===== src/sv/pixel_color_effect_core_macros.svh =====
// Assertion macros shared by the pixel color effect RTL.
`ifndef PIXEL_COLOR_EFFECT_CORE_MACROS_SVH
`define PIXEL_COLOR_EFFECT_CORE_MACROS_SVH

`ifndef ASSERT_OFF
// Checked property, held off while reset is asserted (active low).
`define PCE_ASSERT_RST(label, clk, rst_n, prop) \
    label: assert property (@(posedge clk) disable iff (!rst_n) prop) \
        else $error("pce: assertion failed");
// Checked property that also holds across reset.
`define PCE_ASSERT_ALWAYS(label, clk, prop) \
    label: assert property (@(posedge clk) prop) \
        else $error("pce: assertion failed");
`else
`define PCE_ASSERT_RST(label, clk, rst_n, prop)
`define PCE_ASSERT_ALWAYS(label, clk, prop)
`endif

`endif


===== src/sv/pce_pkg.sv =====
`default_nettype none

package pce_pkg;

    localparam int MODE_W = 4;
    localparam int CH_W   = 8;
    localparam int PIX_W  = 32;
    localparam int SUM_W  = 10;   // r+g+b <= 765
    localparam int NUM_W  = 14;   // largest numerator 35*255 = 8925
    localparam int RCP_W  = 16;
    localparam int PROD_W = NUM_W + RCP_W;
    localparam int QUO_W  = 10;   // largest quotient 13*255/10 = 331
    localparam int Q7_W   = 7;    // 765/7 = 109
    localparam int SH_W   = 5;

    // Effect codes
    localparam logic [MODE_W-1:0] MODE_NORMAL   = 4'd0;
    localparam logic [MODE_W-1:0] MODE_PRESSED  = 4'd1;
    localparam logic [MODE_W-1:0] MODE_ROLLOVER = 4'd2;
    localparam logic [MODE_W-1:0] MODE_ERROR    = 4'd3;
    localparam logic [MODE_W-1:0] MODE_MONO     = 4'd4;
    localparam logic [MODE_W-1:0] MODE_PINK     = 4'd5;
    localparam logic [MODE_W-1:0] MODE_YELLOW   = 4'd6;
    localparam logic [MODE_W-1:0] MODE_DARK     = 4'd7;
    localparam logic [MODE_W-1:0] MODE_CYAN     = 4'd8;

    // Reciprocals: floor(x/d) = (x*M) >> S, exact over each numerator's range
    localparam logic [RCP_W-1:0] RCP_DIV10  = 16'd52429;  // S=19
    localparam logic [RCP_W-1:0] RCP_DIV3   = 16'd43691;  // S=17
    localparam logic [RCP_W-1:0] RCP_DIV153 = 16'd6854;   // S=20
    localparam logic [RCP_W-1:0] RCP_DIV51  = 16'd20561;  // S=20
    localparam logic [RCP_W-1:0] RCP_DIV7   = 16'd9363;   // S=16

    localparam logic [SH_W-1:0] SH_DIV10  = 5'd19;
    localparam logic [SH_W-1:0] SH_DIV3   = 5'd17;
    localparam logic [SH_W-1:0] SH_DIV153 = 5'd20;
    localparam logic [SH_W-1:0] SH_DIV51  = 5'd20;
    localparam int              SH_DIV7   = 16;

    // Per-stage load enables from the top-level flow control
    typedef struct packed {
        logic en1;
        logic en2;
        logic en3;
    } t_pipe_ctrl;

endpackage

`default_nettype wire


===== src/sv/pce_datapath.sv =====
`default_nettype none

module pce_datapath (
    input  wire logic                          i_clk,
    input  wire pce_pkg::t_pipe_ctrl           i_ctrl,
    input  wire logic [pce_pkg::MODE_W-1:0]    i_mode,
    input  wire logic [pce_pkg::PIX_W-1:0]     i_pixel,
    output logic      [pce_pkg::PIX_W-1:0]     o_pixel
);

    localparam int NL = 3;   // lane 2 red, 1 green, 0 blue

    // Reciprocal for a lane under a given effect
    function automatic logic [pce_pkg::RCP_W-1:0] lane_rcp(
        input logic [pce_pkg::MODE_W-1:0] mode,
        input logic [1:0]                 lane
    );
        logic [pce_pkg::RCP_W-1:0] m;
        begin
            case (mode)
                pce_pkg::MODE_ERROR: m = (lane == 2'd2) ? pce_pkg::RCP_DIV3
                                                        : pce_pkg::RCP_DIV153;
                pce_pkg::MODE_PINK:  m = pce_pkg::RCP_DIV51;
                default:             m = pce_pkg::RCP_DIV10;
            endcase
            return m;
        end
    endfunction

    function automatic logic [pce_pkg::SH_W-1:0] lane_shift(
        input logic [pce_pkg::MODE_W-1:0] mode,
        input logic [1:0]                 lane
    );
        logic [pce_pkg::SH_W-1:0] sh;
        begin
            case (mode)
                pce_pkg::MODE_ERROR: sh = (lane == 2'd2) ? pce_pkg::SH_DIV3
                                                         : pce_pkg::SH_DIV153;
                pce_pkg::MODE_PINK:  sh = pce_pkg::SH_DIV51;
                default:             sh = pce_pkg::SH_DIV10;
            endcase
            return sh;
        end
    endfunction

    // ---------------- stage 1: numerators ----------------
    logic [NL-1:0][pce_pkg::CH_W-1:0]  chan;
    logic [pce_pkg::SUM_W-1:0]         sum;
    logic [pce_pkg::NUM_W-1:0]         mono;
    logic [NL-1:0][pce_pkg::NUM_W-1:0] n_x1;

    logic [pce_pkg::MODE_W-1:0]         r_mode1;
    logic [pce_pkg::PIX_W-1:0]          r_pix1;
    logic [pce_pkg::SUM_W-1:0]          r_sum1;
    logic [NL-1:0][pce_pkg::NUM_W-1:0]  r_x1;

    assign chan = i_pixel[NL*pce_pkg::CH_W-1:0];
    assign sum  = pce_pkg::SUM_W'(chan[2]) + pce_pkg::SUM_W'(chan[1])
                + pce_pkg::SUM_W'(chan[0]);
    assign mono = pce_pkg::NUM_W'(chan[2]) * pce_pkg::NUM_W'(4)
                + pce_pkg::NUM_W'(chan[1]) * pce_pkg::NUM_W'(7)
                + pce_pkg::NUM_W'(chan[0]) * pce_pkg::NUM_W'(2);

    always_comb begin
        for (int i = 0; i < NL; i++) begin
            case (i_mode)
                pce_pkg::MODE_PRESSED:
                    n_x1[i] = pce_pkg::NUM_W'(chan[i]) * pce_pkg::NUM_W'(7);
                pce_pkg::MODE_ROLLOVER:
                    n_x1[i] = pce_pkg::NUM_W'(chan[i]) * pce_pkg::NUM_W'(13);
                pce_pkg::MODE_ERROR:
                    n_x1[i] = (i == 2) ? pce_pkg::NUM_W'(sum)
                                       : pce_pkg::NUM_W'({sum, 3'b000});
                pce_pkg::MODE_MONO:
                    n_x1[i] = mono;
                pce_pkg::MODE_PINK:
                    n_x1[i] = pce_pkg::NUM_W'(chan[i]) * pce_pkg::NUM_W'(35);
                pce_pkg::MODE_DARK:
                    n_x1[i] = pce_pkg::NUM_W'(chan[i]) * pce_pkg::NUM_W'(3);
                default:
                    n_x1[i] = '0;
            endcase
        end
    end

    always_ff @(posedge i_clk) begin
        if (i_ctrl.en1) begin
            r_mode1 <= i_mode;
            r_pix1  <= i_pixel;
            r_sum1  <= sum;
            r_x1    <= n_x1;
        end
    end

    // ---------------- stage 2: reciprocal multiply ----------------
    logic [pce_pkg::MODE_W-1:0]         r_mode2;
    logic [pce_pkg::PIX_W-1:0]          r_pix2;
    logic [NL-1:0][pce_pkg::PROD_W-1:0] r_p2;
    logic [pce_pkg::Q7_W-1:0]           r_q7_2;
    logic [NL-1:0][pce_pkg::PROD_W-1:0] n_p2;
    logic [pce_pkg::SUM_W+pce_pkg::RCP_W-1:0] p7;

    always_comb begin
        for (int i = 0; i < NL; i++) begin
            n_p2[i] = pce_pkg::PROD_W'(r_x1[i])
                    * pce_pkg::PROD_W'(lane_rcp(r_mode1, 2'(i)));
        end
    end

    assign p7 = (pce_pkg::SUM_W+pce_pkg::RCP_W)'(r_sum1)
              * (pce_pkg::SUM_W+pce_pkg::RCP_W)'(pce_pkg::RCP_DIV7);

    always_ff @(posedge i_clk) begin
        if (i_ctrl.en2) begin
            r_mode2 <= r_mode1;
            r_pix2  <= r_pix1;
            r_p2    <= n_p2;
            r_q7_2  <= pce_pkg::Q7_W'(p7 >> pce_pkg::SH_DIV7);
        end
    end

    // ---------------- stage 3: shift, clamp, select ----------------
    logic [NL-1:0][pce_pkg::CH_W-1:0]  raw2;
    logic [NL-1:0][pce_pkg::QUO_W-1:0] quo;
    logic [NL-1:0][pce_pkg::CH_W-1:0]  sat;
    logic [NL-1:0][pce_pkg::CH_W-1:0]  n_ch3;
    logic [pce_pkg::PIX_W-1:0]         r_out;

    assign raw2 = r_pix2[NL*pce_pkg::CH_W-1:0];

    always_comb begin
        for (int i = 0; i < NL; i++) begin
            quo[i] = pce_pkg::QUO_W'(r_p2[i] >> lane_shift(r_mode2, 2'(i)));
            sat[i] = (quo[i] > pce_pkg::QUO_W'(255)) ? 8'hFF
                                                     : pce_pkg::CH_W'(quo[i]);
            case (r_mode2)
                pce_pkg::MODE_PRESSED,
                pce_pkg::MODE_ROLLOVER,
                pce_pkg::MODE_ERROR,
                pce_pkg::MODE_MONO:
                    n_ch3[i] = sat[i];
                pce_pkg::MODE_PINK:
                    n_ch3[i] = (i == 2) ? raw2[i] : sat[i];
                pce_pkg::MODE_YELLOW:
                    n_ch3[i] = (i == 0) ? '0 : raw2[i];
                pce_pkg::MODE_DARK:
                    n_ch3[i] = pce_pkg::CH_W'(quo[i]) + pce_pkg::CH_W'(r_q7_2);
                pce_pkg::MODE_CYAN:
                    n_ch3[i] = (i == 2) ? '0 : raw2[i];
                default:
                    n_ch3[i] = raw2[i];
            endcase
        end
    end

    always_ff @(posedge i_clk) begin
        if (i_ctrl.en3) begin
            r_out <= {r_pix2[pce_pkg::PIX_W-1:NL*pce_pkg::CH_W], n_ch3};
        end
    end

    assign o_pixel = r_out;

endmodule

`default_nettype wire


===== src/sv/pixel_color_effect_core.sv =====
// Throughput: one pixel per clock while the output is not stalled; three
// registered stages (numerator build, reciprocal multiply, shift/clamp/select)
// with a valid bit each.
// i_stall reaches o_stall through the stage valid bits, so bubbles collapse.
// Reset (i_rst_n low, synchronous) empties the pipeline and sets the effect
// mode to normal.
`default_nettype none
`include "pixel_color_effect_core_macros.svh"

module pixel_color_effect_core (
    input  wire logic                         i_clk,
    input  wire logic                         i_rst_n,
    input  wire logic                         i_cfg_we,
    input  wire logic [pce_pkg::MODE_W-1:0]   i_cfg_wdata,
    input  wire logic                         i_valid,
    output logic                              o_stall,
    input  wire logic [pce_pkg::PIX_W-1:0]    i_pixel_in,
    output logic                              o_valid,
    input  wire logic                         i_stall,
    output logic      [pce_pkg::PIX_W-1:0]    o_pixel_out
);

    logic [pce_pkg::MODE_W-1:0] r_mode;
    logic r_v1, r_v2, r_v3;
    logic n_v1, n_v2, n_v3;
    logic rdy1, rdy2, rdy3;
    pce_pkg::t_pipe_ctrl ctrl;

    always_ff @(posedge i_clk) begin
        if (!i_rst_n) begin
            r_mode <= pce_pkg::MODE_NORMAL;
        end else if (i_cfg_we) begin
            r_mode <= i_cfg_wdata;
        end
    end

    // A stage loads when it is empty or the stage after it moves on
    assign rdy3 = !r_v3 || !i_stall;
    assign rdy2 = !r_v2 || rdy3;
    assign rdy1 = !r_v1 || rdy2;

    assign ctrl.en1 = rdy1;
    assign ctrl.en2 = rdy2;
    assign ctrl.en3 = rdy3;

    assign n_v1 = rdy1 ? i_valid : r_v1;
    assign n_v2 = rdy2 ? r_v1    : r_v2;
    assign n_v3 = rdy3 ? r_v2    : r_v3;

    always_ff @(posedge i_clk) begin
        if (!i_rst_n) begin
            r_v1 <= 1'b0;
            r_v2 <= 1'b0;
            r_v3 <= 1'b0;
        end else begin
            r_v1 <= n_v1;
            r_v2 <= n_v2;
            r_v3 <= n_v3;
        end
    end

    pce_datapath u_datapath (
        .i_clk   (i_clk),
        .i_ctrl  (ctrl),
        .i_mode  (r_mode),
        .i_pixel (i_pixel_in),
        .o_pixel (o_pixel_out)
    );

    assign o_stall = !rdy1;
    assign o_valid = r_v3;

    // Back-pressure reaches the input only when every stage holds a word
    `PCE_ASSERT_RST(a_stall_full, i_clk, i_rst_n, o_stall |-> (r_v1 && r_v2 && r_v3))
    // An accepted word lands in the first stage
    `PCE_ASSERT_RST(a_accept_load, i_clk, i_rst_n, (i_valid && !o_stall) |=> r_v1)
    // Reset leaves the pipeline empty and ready
    `PCE_ASSERT_ALWAYS(a_reset_empty, i_clk, (!i_rst_n) |=> (!o_valid && !o_stall))

endmodule

`default_nettype wire

===== config.mk =====
export PLATFORM = sky130hd
export DESIGN_NAME = pixel_color_effect_core
export DESIGN_NICKNAME = d
export VERILOG_FILES = /design/src/sv/pce_pkg.sv /design/src/sv/pce_datapath.sv /design/src/sv/pixel_color_effect_core.sv
export VERILOG_INCLUDE_DIRS = /design/src /design/src/sv
export SDC_FILE = /design/constraint.sdc
export NUM_CORES = 2
export LEC_CHECK = 0
export BUFFER_PORTS_ARGS = -buffer_cell sky130_fd_sc_hd__buf_2
export CAP_MARGIN = 20
export CORE_ASPECT_RATIO = 1.1
export CORE_MARGIN = 2
export CORE_UTILIZATION = 50
export DETAILED_ROUTE_END_ITERATION = 7
export HOLD_SLACK_MARGIN = 0.02
export PLACE_DENSITY = 0.65
export SYNTH_ARGS = -nofsm -noshare
export SYNTH_HDL_FRONTEND = slang
export SYNTH_SLANG_ARGS = --single-unit

===== constraint.sdc =====
create_clock -name i_clk -period 10.35 [get_ports i_clk]
set_input_delay 2.07 -clock i_clk [delete_from_list [all_inputs] [get_ports i_clk]]
set_output_delay 2.07 -clock i_clk [all_outputs]
set_load 0.05 [all_outputs]

==> metrics.csv <==
metric,value,unit
synthesized area per cell,9.86,um^2
"CTS clk-pin slew, worst paths",0.08,ns
vias in the first global route,24700,
area grow syn2layout,6.65,%
type of the most critical hold path,reg2reg,
synth unique cells,74,
predominant post-synthesis flop cell,edfxtp_1,
CTS Sinks,205,
IO Pins,75,
Post-CTS Resized,0,
hold_buf cts,0,
CTS root buf,clkbuf_16,
"commonest non-fill, non-tap cell in the layout",inv_1,
Critical Path AT,7.97,ns
RSZ-0062 raised after global routing,false,
actual slew at the worst max-slew pin,1.09,ns
PD cells,251,nW/um^2
Post-synth EDFFs,198,
Nets,4642,
CP Launch Type,flop,
Pins Over Slew Limit,0,
share of the synthesized area in the top cell type,0.263,
Setup Skew,0.0251,ns
"commonest non-fill, non-tap cells in the layout","inv_1 (820), ha_1 (637), fa_1 (447), nand2_1 (242), edfxtp_1 (198)",
fillers,6093,
HPWL Detailed,72800,um
Synth area leader,fa_1,
final number of setup-violating endpoints,0,
Remaining DRCs,0,
Chip Height,278,um
Die X,253,um
DR iter-0 viols,1693,
initial antenna violation count,5,
Post-Synthesis Cells,3457,
final-report hold violation count,0,
core area,67600,um^2
status,finished clean,
initial core utilization,0.504,
drt pass-1 iters,7,
Pleak,20.0,nW
worst-case clock buffer depth,3,
critical path class,reg2reg,
syn nets,4582,
CTS tree,yes,
H-Tree Depth,1,
post-CTS setup buffer count,0,
crit-path max FO,26,
TNS Setup,0,ns
fmax,130,MHz
final wirelength,86100,um
vias,23900,
FP Rows,100,
fin crit period,7.69,ns
DR WL/cell,19.6,um
Post-synth ARST share,0,
first-pass GRT wire length,137000,um
Num CTS Buffers,23,
Hold WS,0.403,ns
total track usage,0.254,
CP Data Required Time,10.63,ns
largest net degree at the start of global routing,79,
Netlist Area Pre-Place,34100,um^2
die area,70300,um^2
Max Cap Viol,0,
#FFs+latches synth,205,
clock latency at the later pin of the worst-skew pair,0.56,ns
worst vdd ir,0.000228,V
Slew HR,0.272,
synth warn,0,
fraction of layout cells with a size suffix above 1,0.0490,
final period utilization,0.743,
GR Overflow Total,0,
gp weighted congestion,0.977,
DRT antenna net count,0,
PortBufs,74,
sequential area share after synthesis,0.179,
Vias/cell,5.43,
crit path capture type,flop,
ranking of synthesized cells by area,"fa_1 (26%), ha_1 (23%), edfxtp_1 (17%), inv_1 (9.0%), xnor2_1 (3.0%)",
worst max-delay path, stage by stage, from the launching register on:
cell      delay [ns]
edfxtp_1        0.46
and4bb_2        0.81
buf_4           0.44
nor2_2          0.05
buf_4           0.27
nand2_1         0.13
fa_1            0.47
fa_1            0.50
inv_1           0.05
fa_1            0.48
fa_1            0.46
fa_1            0.51
inv_1           0.05
fa_1            0.47
inv_1           0.04
ha_1            0.28
a21oi_1         0.17
o221ai_1        0.19
a221oi_1        0.42
o21ai_0         0.26
a31oi_1         0.37
o21ai_0         0.20
a21oi_1         0.23
xnor2_1         0.09
state kept, by name (all words and copies together) (netlist names), 4 cells and up:
register            flops
u_datapath.r_p2        35
u_datapath.r_q7_2       7
u_datapath.r_pix2      32
r_mode                  4
u_datapath.r_mode1      4
u_datapath.o_pixel     32
u_datapath.r_pix1      32
u_datapath.r_x1        42
u_datapath.r_sum1      10
u_datapath.r_mode2      4
logic make-up (layout without fill, tap and decap cells):
logic type / count (synthesis) / count (layout) / share of synthesized area
AOI/OAI and AO/OA: 467 / 467 / 0.0911
adders and majority gates: 1084 / 1084 / 0.496
other: 1 / 3 / 0.000110
buffers and inverters: 875 / 952 / 0.0965
and+or+nand+nor: 654 / 654 / 0.0926
muxes: 14 / 14 / 0.00426
xor gates and xnor gates: 157 / 157 / 0.0404
DFF: 205 / 205 / 0.179
per-stage QoR:
stage               std cells   util  power (mW)  instance area (um^2)  setup WS, ns
finish                   4403  0.538        9.12                 36300          2.66
global placement         4359  0.525        8.11                 35500          2.88
detailed placement       4359  0.525        8.20                 35500          2.70
CTS                      4401  0.538        9.23                 36300          2.69
floorplan                3457      -        6.42                 34100          3.31
global route             4401  0.538        10.3                 36300          2.33
cell type report:
| cell class | count | area (um^2) | share of cell area |
|---|---|---|---|
| Antenna cell | 2 | 5.00 | 0.000138 |
| Clock buffer | 26 | 597 | 0.0164 |
| Clock inverter | 16 | 263 | 0.00723 |
| Inverter | 821 | 3080 | 0.0848 |
| Multi-Input combinational cell | 2377 | 24700 | 0.681 |
| Sequential cell | 205 | 6090 | 0.167 |
| Tap cell | 867 | 1080 | 0.0298 |
| Timing Repair Buffer | 89 | 483 | 0.0133 |
synthesized netlist by cell type (46+ instances only):
cell	count
edfxtp_1	198
nor2_1	122
a21oi_1	116
nand2_1	243
a21o_1	46
inv_1	821
clkbuf_1	48
o21ai_0	94
and2_1	93
ha_1	637
xnor2_1	117
fa_1	447
report_power, final:
group	total [mW]	internal, mW	leakage (nW)	switching (mW)
clock network	0.925	0.572	0.421	0.353
logic	6.80	2.92	17.3	3.88
registers	1.39	1.19	2.27	0.204
path summary, 6_finish.rpt:
kind         slack [ns]                   from  cells after the start                     to
min                0.40  u_datapath.r_pix1[25]                      0  u_datapath.r_pix2[25]
max reg2reg        2.66  u_datapath.r_mode1[3]                     23    u_datapath.r_p2[89]
min reg2reg        0.40  u_datapath.r_pix1[25]                      0  u_datapath.r_pix2[25]
max                2.66  u_datapath.r_mode1[3]                     23    u_datapath.r_p2[89]
layer usage:
layer  vias up  GRT usage  wire (um)
met5         -          0          0
met4         0     0.0841       3040
met3       150     0.0250       5070
met2       693      0.429      41800
met1     11700      0.341      36200
li1      11400          -          -
Power figures use the tool's default switching activity.
